`config.mk`:
```
export PLATFORM = sky130hd
export DESIGN_NAME = udp_tracker_exchange_engine_core_flat
export DESIGN_NICKNAME = d
export VERILOG_FILES = /design/src/rtl/ute_pkg.sv /design/src/rtl/ute_in_if.sv /design/src/rtl/ute_res_if.sv /design/src/rtl/ute_cfg_if.sv /design/src/rtl/ute_rx.sv /design/src/rtl/ute_ctrl.sv /design/src/rtl/udp_tracker_exchange_engine_core.sv /design/src/flat_wrapper.sv
export SDC_FILE = /design/constraint.sdc
export NUM_CORES = 1
export LEC_CHECK = 0
export ABC_AREA = 1
export BUFFER_PORTS_ARGS = -buffer_cell sky130_fd_sc_hd__buf_2
export CAP_MARGIN = 20
export CORE_UTILIZATION = 55
export CTS_CLUSTER_DIAMETER = 30
export DETAILED_ROUTE_END_ITERATION = 6
export PLACE_DENSITY = 0.76
export SYNTH_ARGS = -nofsm -noshare
export SYNTH_HDL_FRONTEND = slang
export SYNTH_HIERARCHICAL = 1
export SYNTH_SLANG_ARGS = --single-unit
```
`constraint.sdc`:
```
create_clock -name clk_i -period 6 [get_ports clk_i]
set_input_delay 0.6 -clock clk_i [delete_from_list [all_inputs] [get_ports clk_i]]
set_output_delay 0.6 -clock clk_i [all_outputs]
set_load 0.03 [all_outputs]
```
`src/rtl/ute_pkg.sv`:
```
// shared types, constants and helpers of the udp tracker exchange engine
package ute_pkg;

  localparam int unsigned CfgIdxW  = 1;
  localparam int unsigned CfgDataW = 32;
  localparam int unsigned LenW     = 5;
  localparam int unsigned CdW      = 16;

  localparam logic [CfgIdxW-1:0] CFG_TX_KEY       = 1'b0;
  localparam logic [CfgIdxW-1:0] CFG_FAST_TIMEOUT = 1'b1;

  localparam logic [CdW-1:0] TO_ATT0_MS   = CdW'(15 * 1000);
  localparam logic [CdW-1:0] TO_ATT1_MS   = CdW'(30 * 1000);
  localparam logic [CdW-1:0] TO_ATT2_MS   = CdW'(60 * 1000);
  localparam logic [CdW-1:0] FAST_BASE_MS = CdW'(200);
  localparam logic [CdW-1:0] FAST_STEP_MS = CdW'(100);

  localparam logic [LenW-1:0] LEN_MAX  = LenW'(20);
  localparam logic [LenW-1:0] LEN_HDR  = LenW'(8);
  localparam logic [LenW-1:0] LEN_CONN = LenW'(16);
  localparam logic [LenW-1:0] LEN_ANN  = LenW'(20);
  localparam logic [LenW-1:0] POS_TXID = LenW'(4);

  localparam logic [31:0] ACT_CONNECT  = 32'd0;
  localparam logic [31:0] ACT_ANNOUNCE = 32'd1;
  localparam logic [31:0] ACT_ERROR    = 32'd3;

  localparam logic [1:0] MAX_ATTEMPT = 2'd2;

  typedef enum logic [1:0] {
    FUNC_START = 2'd0,
    FUNC_BYTE  = 2'd1,
    FUNC_TICK  = 2'd2
  } func_e;

  typedef enum logic [2:0] {
    EV_NONE     = 3'd0,
    EV_CONNECT  = 3'd1,
    EV_ANNOUNCE = 3'd2,
    EV_SUCCESS  = 3'd3,
    EV_TIMEOUT  = 3'd4,
    EV_TRKERR   = 3'd5
  } event_e;

  typedef enum logic [2:0] {
    PH_IDLE = 3'b001,
    PH_CONN = 3'b010,
    PH_ANN  = 3'b100
  } phase_e;

  typedef struct packed {
    logic [1:0] func;
    logic [7:0] data_byte;
    logic       last_byte;
  } item_t;

  typedef struct packed {
    logic [2:0]  event_res;
    logic [31:0] tx_id;
    logic [63:0] conn_id_out;
    logic [31:0] interval_secs;
    logic        busy_res;
  } result_t;

  typedef struct packed {
    logic            done;
    logic [LenW-1:0] len;
    logic [31:0]     action;
    logic [31:0]     txid;
    logic [63:0]     body;
  } dgram_t;

  function automatic logic [CdW-1:0] timeout_ms(input logic fast, input logic [1:0] att);
    logic [CdW-1:0] res;
    if (fast) begin
      res = FAST_BASE_MS + CdW'(att) * FAST_STEP_MS;
    end else begin
      case (att)
        2'd0:    res = TO_ATT0_MS;
        2'd1:    res = TO_ATT1_MS;
        default: res = TO_ATT2_MS;
      endcase
    end
    return res;
  endfunction

endpackage

```
`src/rtl/ute_in_if.sv`:
```
// input item channel of the udp tracker exchange engine
interface ute_in_if;
  logic       valid;
  logic       ready;
  logic [1:0] func;
  logic [7:0] data_byte;
  logic       last_byte;

  modport source (output valid, output func, output data_byte, output last_byte, input ready);
  modport sink (input valid, input func, input data_byte, input last_byte, output ready);
endinterface

```
`src/rtl/ute_res_if.sv`:
```
// result item channel of the udp tracker exchange engine
interface ute_res_if;
  logic        valid;
  logic        ready;
  logic [2:0]  event_res;
  logic [31:0] tx_id;
  logic [63:0] conn_id_out;
  logic [31:0] interval_secs;
  logic        busy_res;

  modport source (output valid, output event_res, output tx_id, output conn_id_out,
                  output interval_secs, output busy_res, input ready);
  modport sink (input valid, input event_res, input tx_id, input conn_id_out,
                input interval_secs, input busy_res, output ready);
endinterface

```
`src/rtl/ute_cfg_if.sv`:
```
// configuration write channel of the udp tracker exchange engine
interface ute_cfg_if;
  logic                           valid;
  logic                           ready;
  logic [ute_pkg::CfgIdxW-1:0]  index;
  logic [ute_pkg::CfgDataW-1:0] data;

  modport source (output valid, output index, output data, input ready);
  modport sink (input valid, input index, input data, output ready);
endinterface

```
`src/rtl/ute_rx.sv`:
```
// datagram byte parser: big-endian header and body shift registers
module ute_rx (
  input  logic              clk_i,
  input  logic              rst_ni,
  input  logic              fire_i,
  input  logic [7:0]        data_byte_i,
  input  logic              last_byte_i,
  output ute_pkg::dgram_t   dgram_o
);

  logic [ute_pkg::LenW-1:0] pos_q, pos_d;
  logic [31:0]              act_q, act_d;
  logic [31:0]              txid_q, txid_d;
  logic [63:0]              body_q, body_d;

  always_comb begin
    pos_d  = (pos_q < ute_pkg::LEN_MAX) ? pos_q + ute_pkg::LenW'(1) : pos_q;
    act_d  = act_q;
    txid_d = txid_q;
    body_d = body_q;
    if (pos_q < ute_pkg::POS_TXID) begin
      act_d = {act_q[23:0], data_byte_i};
    end else if (pos_q < ute_pkg::LEN_HDR) begin
      txid_d = {txid_q[23:0], data_byte_i};
    end else if (pos_q < ute_pkg::LEN_CONN) begin
      body_d = {body_q[55:0], data_byte_i};
    end
    dgram_o.done   = fire_i & last_byte_i;
    dgram_o.len    = pos_d;
    dgram_o.action = act_d;
    dgram_o.txid   = txid_d;
    dgram_o.body   = body_d;
  end

  always_ff @(posedge clk_i or negedge rst_ni) begin
    if (!rst_ni) begin
      pos_q  <= '0;
      act_q  <= '0;
      txid_q <= '0;
      body_q <= '0;
    end else if (fire_i) begin
      if (last_byte_i) begin
        pos_q  <= '0;
        act_q  <= '0;
        txid_q <= '0;
        body_q <= '0;
      end else begin
        pos_q  <= pos_d;
        act_q  <= act_d;
        txid_q <= txid_d;
        body_q <= body_d;
      end
    end
  end

endmodule

```
`src/rtl/ute_ctrl.sv`:
```
// exchange sequencer: phase, attempts, transaction ids and timeout countdown
module ute_ctrl (
  input  logic              clk_i,
  input  logic              rst_ni,
  input  logic              adv_i,
  input  logic [1:0]        func_i,
  input  ute_pkg::dgram_t   dgram_i,
  input  logic [31:0]       tx_key_i,
  input  logic              fast_i,
  output ute_pkg::result_t  res_o
);

  ute_pkg::phase_e          phase_q, phase_d;
  logic [1:0]               att_q, att_d;
  logic [31:0]              cnt_q, cnt_d;
  logic [31:0]              txid_q, txid_d;
  logic [63:0]              conn_q, conn_d;
  logic [ute_pkg::CdW-1:0]  cd_q, cd_d;

  logic [31:0]              cnt_inc;
  logic [31:0]              txid_new;
  logic [ute_pkg::CdW-1:0]  cd_dec;
  logic [1:0]               att_inc;
  ute_pkg::event_e          ev;
  logic [31:0]              interval;

  always_comb begin
    cnt_inc  = cnt_q + 32'd1;
    txid_new = cnt_inc ^ tx_key_i;
    cd_dec   = (cd_q != '0) ? cd_q - ute_pkg::CdW'(1) : cd_q;
    att_inc  = att_q + 2'd1;
    phase_d  = phase_q;
    att_d    = att_q;
    cnt_d    = cnt_q;
    txid_d   = txid_q;
    conn_d   = conn_q;
    cd_d     = cd_q;
    ev       = ute_pkg::EV_NONE;
    interval = '0;
    case (func_i)
      ute_pkg::FUNC_START: begin
        if (phase_q == ute_pkg::PH_IDLE) begin
          cnt_d   = cnt_inc;
          txid_d  = txid_new;
          conn_d  = '0;
          att_d   = '0;
          phase_d = ute_pkg::PH_CONN;
          cd_d    = ute_pkg::timeout_ms(fast_i, 2'd0);
          ev      = ute_pkg::EV_CONNECT;
        end
      end
      ute_pkg::FUNC_BYTE: begin
        if (dgram_i.done) begin
          case (phase_q)
            ute_pkg::PH_CONN: begin
              if (dgram_i.len >= ute_pkg::LEN_CONN && dgram_i.action == ute_pkg::ACT_CONNECT
                  && dgram_i.txid == txid_q) begin
                conn_d  = dgram_i.body;
                att_d   = '0;
                cnt_d   = cnt_inc;
                txid_d  = txid_new;
                phase_d = ute_pkg::PH_ANN;
                cd_d    = ute_pkg::timeout_ms(fast_i, 2'd0);
                ev      = ute_pkg::EV_ANNOUNCE;
              end
            end
            ute_pkg::PH_ANN: begin
              if (dgram_i.len >= ute_pkg::LEN_HDR && dgram_i.txid == txid_q) begin
                if (dgram_i.action == ute_pkg::ACT_ERROR) begin
                  phase_d = ute_pkg::PH_IDLE;
                  att_d   = '0;
                  cd_d    = '0;
                  ev      = ute_pkg::EV_TRKERR;
                end else if (dgram_i.action == ute_pkg::ACT_ANNOUNCE
                             && dgram_i.len >= ute_pkg::LEN_ANN) begin
                  interval = dgram_i.body[63:32];
                  phase_d  = ute_pkg::PH_IDLE;
                  att_d    = '0;
                  cd_d     = '0;
                  ev       = ute_pkg::EV_SUCCESS;
                end
              end
            end
            default: begin
            end
          endcase
        end
      end
      ute_pkg::FUNC_TICK: begin
        if (phase_q != ute_pkg::PH_IDLE) begin
          cd_d = cd_dec;
          if (cd_dec == '0) begin
            if (att_q >= ute_pkg::MAX_ATTEMPT) begin
              phase_d = ute_pkg::PH_IDLE;
              att_d   = '0;
              ev      = ute_pkg::EV_TIMEOUT;
            end else begin
              att_d  = att_inc;
              cnt_d  = cnt_inc;
              txid_d = txid_new;
              cd_d   = ute_pkg::timeout_ms(fast_i, att_inc);
              ev     = (phase_q == ute_pkg::PH_CONN) ? ute_pkg::EV_CONNECT
                                                     : ute_pkg::EV_ANNOUNCE;
            end
          end
        end
      end
      default: begin
      end
    endcase
    res_o.event_res     = ev;
    res_o.tx_id         = txid_d;
    res_o.conn_id_out   = conn_d;
    res_o.interval_secs = interval;
    res_o.busy_res      = (phase_d != ute_pkg::PH_IDLE);
  end

  always_ff @(posedge clk_i or negedge rst_ni) begin
    if (!rst_ni) begin
      phase_q <= ute_pkg::PH_IDLE;
      att_q   <= '0;
      cnt_q   <= '0;
      txid_q  <= '0;
      conn_q  <= '0;
      cd_q    <= '0;
    end else if (adv_i) begin
      phase_q <= phase_d;
      att_q   <= att_d;
      cnt_q   <= cnt_d;
      txid_q  <= txid_d;
      conn_q  <= conn_d;
      cd_q    <= cd_d;
    end
  end

endmodule

```
`src/rtl/udp_tracker_exchange_engine_core.sv`:
```
// top level of the udp tracker exchange engine
//
//   channel  dir  handshake     payload
//   in_i     in   valid/ready   func, data_byte, last_byte
//   res_o    out  valid/ready   event_res, tx_id, conn_id_out, interval_secs, busy_res
//   cfg_i    in   valid/ready   index, data (0 tx_key, 1 fast_timeout)
//
// one item per cycle sustained while res_o is not stalled; an accepted item passes through
// the input register, one pass of parser and sequencer logic and the result register
// a stalled result holds a full input register, which then takes no further item
// reset clears all exchange state, config and both valid flags
// cfg_i is always ready and takes effect on the next cycle
module udp_tracker_exchange_engine_core (
  input  logic       clk_i,
  input  logic       rst_ni,
  ute_in_if.sink     in_i,
  ute_res_if.source  res_o,
  ute_cfg_if.sink    cfg_i
);

  ute_pkg::item_t   item_q;
  logic             in_vld_q;
  ute_pkg::result_t res_q;
  ute_pkg::result_t res_d;
  logic             res_vld_q;
  logic [31:0]      tx_key_q;
  logic             fast_q;
  logic             adv;
  logic             in_fire;
  ute_pkg::dgram_t  dgram;

  assign adv         = in_vld_q & (~res_vld_q | res_o.ready);
  assign in_i.ready  = ~in_vld_q | adv;
  assign in_fire     = in_i.valid & in_i.ready;
  assign cfg_i.ready = 1'b1;

  always_ff @(posedge clk_i or negedge rst_ni) begin
    if (!rst_ni) begin
      tx_key_q <= '0;
      fast_q   <= 1'b0;
    end else if (cfg_i.valid) begin
      case (cfg_i.index)
        ute_pkg::CFG_TX_KEY:       tx_key_q <= cfg_i.data;
        ute_pkg::CFG_FAST_TIMEOUT: fast_q   <= cfg_i.data[0];
        default: begin
        end
      endcase
    end
  end

  always_ff @(posedge clk_i or negedge rst_ni) begin
    if (!rst_ni) begin
      in_vld_q <= 1'b0;
    end else if (in_fire) begin
      in_vld_q <= 1'b1;
    end else if (adv) begin
      in_vld_q <= 1'b0;
    end
  end

  always_ff @(posedge clk_i) begin
    if (in_fire) begin
      item_q.func      <= in_i.func;
      item_q.data_byte <= in_i.data_byte;
      item_q.last_byte <= in_i.last_byte;
    end
  end

  ute_rx u_rx (
    .clk_i       (clk_i),
    .rst_ni      (rst_ni),
    .fire_i      (adv & (item_q.func == ute_pkg::FUNC_BYTE)),
    .data_byte_i (item_q.data_byte),
    .last_byte_i (item_q.last_byte),
    .dgram_o     (dgram)
  );

  ute_ctrl u_ctrl (
    .clk_i    (clk_i),
    .rst_ni   (rst_ni),
    .adv_i    (adv),
    .func_i   (item_q.func),
    .dgram_i  (dgram),
    .tx_key_i (tx_key_q),
    .fast_i   (fast_q),
    .res_o    (res_d)
  );

  always_ff @(posedge clk_i or negedge rst_ni) begin
    if (!rst_ni) begin
      res_vld_q <= 1'b0;
    end else if (adv) begin
      res_vld_q <= 1'b1;
    end else if (res_o.ready) begin
      res_vld_q <= 1'b0;
    end
  end

  always_ff @(posedge clk_i) begin
    if (adv) begin
      res_q <= res_d;
    end
  end

  assign res_o.valid         = res_vld_q;
  assign res_o.event_res     = res_q.event_res;
  assign res_o.tx_id         = res_q.tx_id;
  assign res_o.conn_id_out   = res_q.conn_id_out;
  assign res_o.interval_secs = res_q.interval_secs;
  assign res_o.busy_res      = res_q.busy_res;

endmodule

```
`src/flat_wrapper.sv`:
```
// flat-port wrapper written by rule: the top's interface ports become plain ports
module udp_tracker_exchange_engine_core_flat 
  (clk_i, rst_ni, in_i_valid, in_i_func, in_i_data_byte, in_i_last_byte, in_i_ready, res_o_valid, res_o_event_res, res_o_tx_id, res_o_conn_id_out, res_o_interval_secs, res_o_busy_res, res_o_ready, cfg_i_valid, cfg_i_index, cfg_i_data, cfg_i_ready);
  ute_in_if in_i_i ();
  ute_res_if res_o_i ();
  ute_cfg_if cfg_i_i ();
  input  logic clk_i;
  input  logic rst_ni;
  input wire logic [$bits(in_i_i.valid)-1:0] in_i_valid;
  input wire logic [$bits(in_i_i.func)-1:0] in_i_func;
  input wire logic [$bits(in_i_i.data_byte)-1:0] in_i_data_byte;
  input wire logic [$bits(in_i_i.last_byte)-1:0] in_i_last_byte;
  output wire logic [$bits(in_i_i.ready)-1:0] in_i_ready;
  output wire logic [$bits(res_o_i.valid)-1:0] res_o_valid;
  output wire logic [$bits(res_o_i.event_res)-1:0] res_o_event_res;
  output wire logic [$bits(res_o_i.tx_id)-1:0] res_o_tx_id;
  output wire logic [$bits(res_o_i.conn_id_out)-1:0] res_o_conn_id_out;
  output wire logic [$bits(res_o_i.interval_secs)-1:0] res_o_interval_secs;
  output wire logic [$bits(res_o_i.busy_res)-1:0] res_o_busy_res;
  input wire logic [$bits(res_o_i.ready)-1:0] res_o_ready;
  input wire logic [$bits(cfg_i_i.valid)-1:0] cfg_i_valid;
  input wire logic [$bits(cfg_i_i.index)-1:0] cfg_i_index;
  input wire logic [$bits(cfg_i_i.data)-1:0] cfg_i_data;
  output wire logic [$bits(cfg_i_i.ready)-1:0] cfg_i_ready;
  assign in_i_i.valid = in_i_valid;
  assign in_i_i.func = in_i_func;
  assign in_i_i.data_byte = in_i_data_byte;
  assign in_i_i.last_byte = in_i_last_byte;
  assign in_i_ready = in_i_i.ready;
  assign res_o_valid = res_o_i.valid;
  assign res_o_event_res = res_o_i.event_res;
  assign res_o_tx_id = res_o_i.tx_id;
  assign res_o_conn_id_out = res_o_i.conn_id_out;
  assign res_o_interval_secs = res_o_i.interval_secs;
  assign res_o_busy_res = res_o_i.busy_res;
  assign res_o_i.ready = res_o_ready;
  assign cfg_i_i.valid = cfg_i_valid;
  assign cfg_i_i.index = cfg_i_index;
  assign cfg_i_i.data = cfg_i_data;
  assign cfg_i_ready = cfg_i_i.ready;
  udp_tracker_exchange_engine_core u_core (.clk_i(clk_i), .rst_ni(rst_ni), .in_i(in_i_i), .res_o(res_o_i), .cfg_i(cfg_i_i));
endmodule
```
Word-level counts from Yosys, hierarchy flattened
Index checks and enable logic that the tools add are counted.
- flip-flop bits (word level): 460
- bits in latches: 0
- memory bits (writable): 0
- bits in read-only memories: 0
- input bits: 49
- output and inout bits: 135
- logic and storage cells: 176
- memories: 0
- add/sub/neg operators: 5
- multiply operators: 1
- divide/modulo/power cells: 0
- magnitude comparators: 8
- eq/ne operators: 22
- shift-type cells: 0
- mux-type cells: 85
- bitwise gates (word level): 15
- reduce and logical (&&, ||, !) cells: 18
- operators by type and width (cell ; count):
    $mux 32 ; 19
    $mux 64 ; 8
    $pmux 32 s3 ; 2
    $mux 16 ; 11
    $pmux 64 s2 ; 1
    $pmux 16 s2 ; 2
    $pmux 16 s3 ; 1
    $mux 3 ; 15
    $add 32x1->32 const B ; 1
    $eq 32x1->1 const B ; 1
    $eq 32x2->1 const B ; 1
    $eq 32x32->1 ; 1
    $logic_not 32->1 ; 1
    $xor 32x32->32 ; 1
    $mux 2 ; 12
    $pmux 3 s3 ; 2
    $reduce_and 9->1 ; 2
    $logic_not 16->1 ; 1
    $reduce_bool 16->1 ; 1
    $sub 16x1->16 const B ; 1
    $mux 14 ; 1
    $ne 2x2->1 const B ; 6
    $pmux 3 s2 ; 2
    $add 8x9->10 const A ; 1
    32 further kinds ; 60

Logic depth before layout (Yosys ltp)
- depth after elaboration: 11
- gate-level depth with buffers: 26
- gate-level depth less buffers: 24

By module
Netlist, hierarchy kept.
- by module, submodules not included (module ; instances ; cells an instance ; area an instance (µm²) ; sequential area each (µm²)):
    ute_ctrl ; 1 ; 1863 ; 11745.0 ; 3729.8
    ute_rx ; 1 ; 1083 ; 7415.9 ; 3328.2
    udp_tracker_exchange_engine_core ; 1 ; 305 ; 5741.8 ; 5170.0

Least setup slack after synthesis
No wires, ideal clock.
- kind: input to register
- start: input res_o_ready
- end: register u_core.u_ctrl.cnt_q[13]
- setup time: 134 ps
- arrival time: 4583 ps
- data required time: 5866 ps
- path slack: 1283 ps
- stages on the path: 11
- buffers on the path: 2
- cells stage by stage: inv_1 nand2_1 nand2_1 inv_1 nand4_1 a21oi_1 nand3_1 buf_2 clkbuf_1 nand2_1 o21ai_0
- longest elaborated chain between the ends: 6
- ends and longest elaborated chain (element ; line ; RTL):
    from (decl) ; flat_wrapper.sv:20 ; input wire logic [$bits(res_o_i.ready)-1:0] res_o_ready;
    $or 1x1->1 * ; udp_tracker_exchange_engine_core.sv:32 ; assign adv = in_vld_q & (~res_vld_q | res_o.ready);
    $and 1x1->1 * ; udp_tracker_exchange_engine_core.sv:32 ;
    named net u_core.adv ; udp_tracker_exchange_engine_core.sv:28 ; logic adv;
    $and 1x1->1 ; udp_tracker_exchange_engine_core.sv:72 ; .fire_i (adv & (item_q.func == ute_pkg::FUNC_BYTE)),
    $and 1x1->1 ; ute_rx.sv:28 ; dgram_o.done = fire_i & last_byte_i;
    $ne 2x1->1 (no line) ; - ;
    $reduce_and 9->1 (no line) * ; - ;
    to (signal assigned) ; ute_ctrl.sv:129 ; cnt_q <= cnt_d;
    to (decl) ; ute_ctrl.sv:15 ; logic [31:0] cnt_q, cnt_d;
Mark *: on every way through the listed nets, which the timed path passes. The rest lies on a longest branch.
A chain may end at the register's enable or synchronous reset.

==> impl_results.md <==
- Die area: 0.0461 mm²
- Critical path data required time: 6.52 ns
- Initial drt markers: 2407
- Clock-pin slew on the worst setup and hold paths: 0.05 ns
- Pwr Total: 12.0 mW
- Overflow after GRT: 0
- Routed length per instance: 16.4 µm
- Post-CTS sizing: 0
- GP Congestion: 0.935
- Largest fanout on the critical path: 47
- Setup crit end kind: flip-flop
- Reg2reg path depth: 16
- Buffers & Inverters on Critical Path: 4
- H-tree depth: 3
- Total GRT Usage: 29.3%
- Hold Crit Endpoint: u_core/item_q[3]$_DFFE_PP_
- CTS root buffer: clkbuf_16
- Slowest cell on crit path: nor2_2
- Leak: 14.4 nW
- Die X: 215 µm
- Worst r2r src: u_core/u_rx/pos_q[2]$_DFFE_PN0P_
- First-pass GRT wire length: 109000 µm
- Pin count of the biggest net entering global routing: 171
- # port buffers: 182
- Violated checks: design-rule violations
- Cell area after synthesis: 0.0249 mm²
- Max-cap viol count: 0
- Status: complete, but fails checks
- Cell Chain, Critical Path: buf_4 > inv_2 > nand2_1 > buf_4 > nand2_1 > and2_1 > nor2_1 > nand3_1 > nor3_1 > nand4_1 > nor2_2 > nand3_2 > buf_4 > o22ai_1 > nand2_1 > o21ai_0
- Cell Pwr Density: 408 mW/mm²
- Peak supply drop: 0.330 mV
- WHS Path Cells: 1
- Total CTS buffers: 98
- WS Path Type: reg -> reg
- Slew margin rel.: 28.1%
- Total detailed-routing wirelength: 66900 µm
- Vias: 22100
- Final setup TNS: 0 ns
- Final Cycle Share: 73.8%
- Worst setup SP type: flip-flop
- CP top delay family: simple AND/OR/NAND/NOR gates
- Ports: 184
- DP HPWL: 44900 µm
- FP Rows: 77
- FF-to-FF End: u_core/u_ctrl/conn_q[1]$_DFFE_PN0P_
- YS warnings: 6
- Clk_lat worst skew: 0.63 ns
- Syn nets: 3312
- Area Overhead vs Synth: 18.6%
- Tmin final: 4.43 ns
- Total Nets Final: 3472
- Setup WS post-layout: 1.57 ns
- Pre-CTS WS: 1.68 ns
- Peak Freq: 0.226 GHz
- CTS tree: done
- Max incr delay on CP: 0.43 ns
- Share of post-route cells with drive strength above 1: 13.1%
- DRT antenna net count: 0
- Vias/cell: 5.41
- Crit path DAT: 4.95 ns
- Initial antenna violation count: 0
- Syn Area/Cell: 7.66 µm²
- Number of global-route vias before repair: 21100
- # diodes: 0
- Final count of negative-setup-slack endpoints: 0
- Worst Hold Class: in -> reg
- FF-to-FF setup slack: 1.57 ns
- Clk_skew: 0.0310 ns
- Core ar.: 0.0444 mm²
- Residual DRC: 1
- Post-synthesis cell count: 3249
- Setup bufs post-CTS: 0
- RSZ-0062 raised after global routing: no
- Starting Density: 56.0%
- Hold Vio Cnt, Final: 0
- Detailed Routing Iterations Pass 1: 7
- Bufs on Longest Clock Path: 3
- CTS Sinks: 460
- Die height: 215 µm
- Worst-Margin Slew: 1.08 ns
- Slew Viols, Final: 0
- Hold Path Origin: in_i_data_byte[2]
worst reg2reg max path, delay by kind of cell (launching register included):
| family | cells | cell delay (ns) |
|---|---|---|
| AOI/OAI and AO/OA | 2 | 0.52 |
| buffers and inverters | 4 | 1.43 |
| DFF | 1 | 0.31 |
| and+or+nand+nor | 10 | 2.09 |
cells in the final DEF (no fill, tap or decap), types with 13 or more instances in the layout:
master and count:
nand2_1 1209, o22ai_2 30, inv_1 376, ha_1 14, and2_1 73, nand3_1 328
nor2_1 197, nand4_1 27, dfrtp_1 315, edfxtp_1 143, buf_4 19, clkbuf_16 99
nor3_1 38, a21oi_1 37, buf_2 181, clkinv_2 13, o21ai_1 21, o21ai_0 117
o22ai_1 42, inv_6 13, xor2_1 34, xnor2_1 24
worst max-delay path by stage:
stage	end	from	depth (start not counted)	slack [ns]
finish	u_core/u_ctrl/conn_q[1]$_DFFE_PN0P_	u_core/u_rx/pos_q[2]$_DFFE_PN0P_	16	1.57
global route	u_core/u_ctrl/conn_q[1]$_DFFE_PN0P_	u_core/u_rx/pos_q[2]$_DFFE_PN0P_	18	1.28
CTS	u_core/res_o.interval_secs[29]$_DFFE_PP_	u_core/u_rx/pos_q[4]$_DFFE_PN0P_	14	1.64
detailed placement	u_core/res_o.interval_secs[25]$_DFFE_PP_	u_core/u_rx/pos_q[4]$_DFFE_PN0P_	14	1.68
global placement	u_core/res_o.interval_secs[25]$_DFFE_PP_	u_core/u_rx/pos_q[4]$_DFFE_PN0P_	14	1.80
floorplan	u_core/u_ctrl/cnt_q[13]$_DFFE_PN0P_	res_o_ready	11	1.28
registers in the layout, indices dropped and copies added, names as in the netlist, 16 cells and up:
name,flops
u_core/tx_key_q,32
u_core/u_ctrl/conn_q,64
u_core/res_o.interval_secs,32
u_core/u_ctrl/cd_q,16
u_core/u_rx/txid_q,32
u_core/res_o.conn_id_out,64
u_core/u_ctrl/cnt_q,32
u_core/u_rx/body_q,64
u_core/res_o.tx_id,32
u_core/u_ctrl/txid_q,32
u_core/u_rx/act_q,32
power by group:
part / internal [mW] / switching [mW] / total, mW
Clock: 3.66 / 1.81 / 5.47
Combinational: 0.825 / 1.78 / 2.61
Sequential: 3.66 / 0.300 / 3.96
Total: 8.15 / 3.89 / 12.0
cell type report:
type | count | area (µm²)
fillers | 3672 | 14900
flip-flops and latches | 460 | 12200
multi-input cells | 2253 | 10500
clock buffers | 116 | 2620
inverters | 387 | 1460
repair buffers | 209 | 1230
clock inverters | 66 | 774
well taps | 592 | 741
routing by layer:
layer / wire, µm / global-route usage (%) / up-vias
met3: 4150 / 4.15 / 157
li1: - / - / 10600
met4: 2630 / 13.8 / 0
met5: 0 / 0 / -
met2: 31600 / 46.9 / 867
met1: 28600 / 39.4 / 10400
metrics by stage:
stage / instance area [µm²] / util, % / hold WS (ns) / std cells
5_1_grt: 29500 / 66.4 / 0.141 / 4083
6_report: 29500 / 66.4 / 0.153 / 4083
3_5_place_dp: 26000 / 58.7 / 0.465 / 3898
3_3_place_gp: 26000 / 58.7 / 0.461 / 3898
2_1_floorplan: 24900 / - / 0.304 / 3249
4_1_cts: 29500 / 66.3 / 0.119 / 4081
repair_timing:
action                                  CTS  global route
hold buffers                              1             0
hold endpoints to repair                 59             0
endpoints found under the setup margin    0             0
No activity file was read; power rests on OpenSTA's default activity.
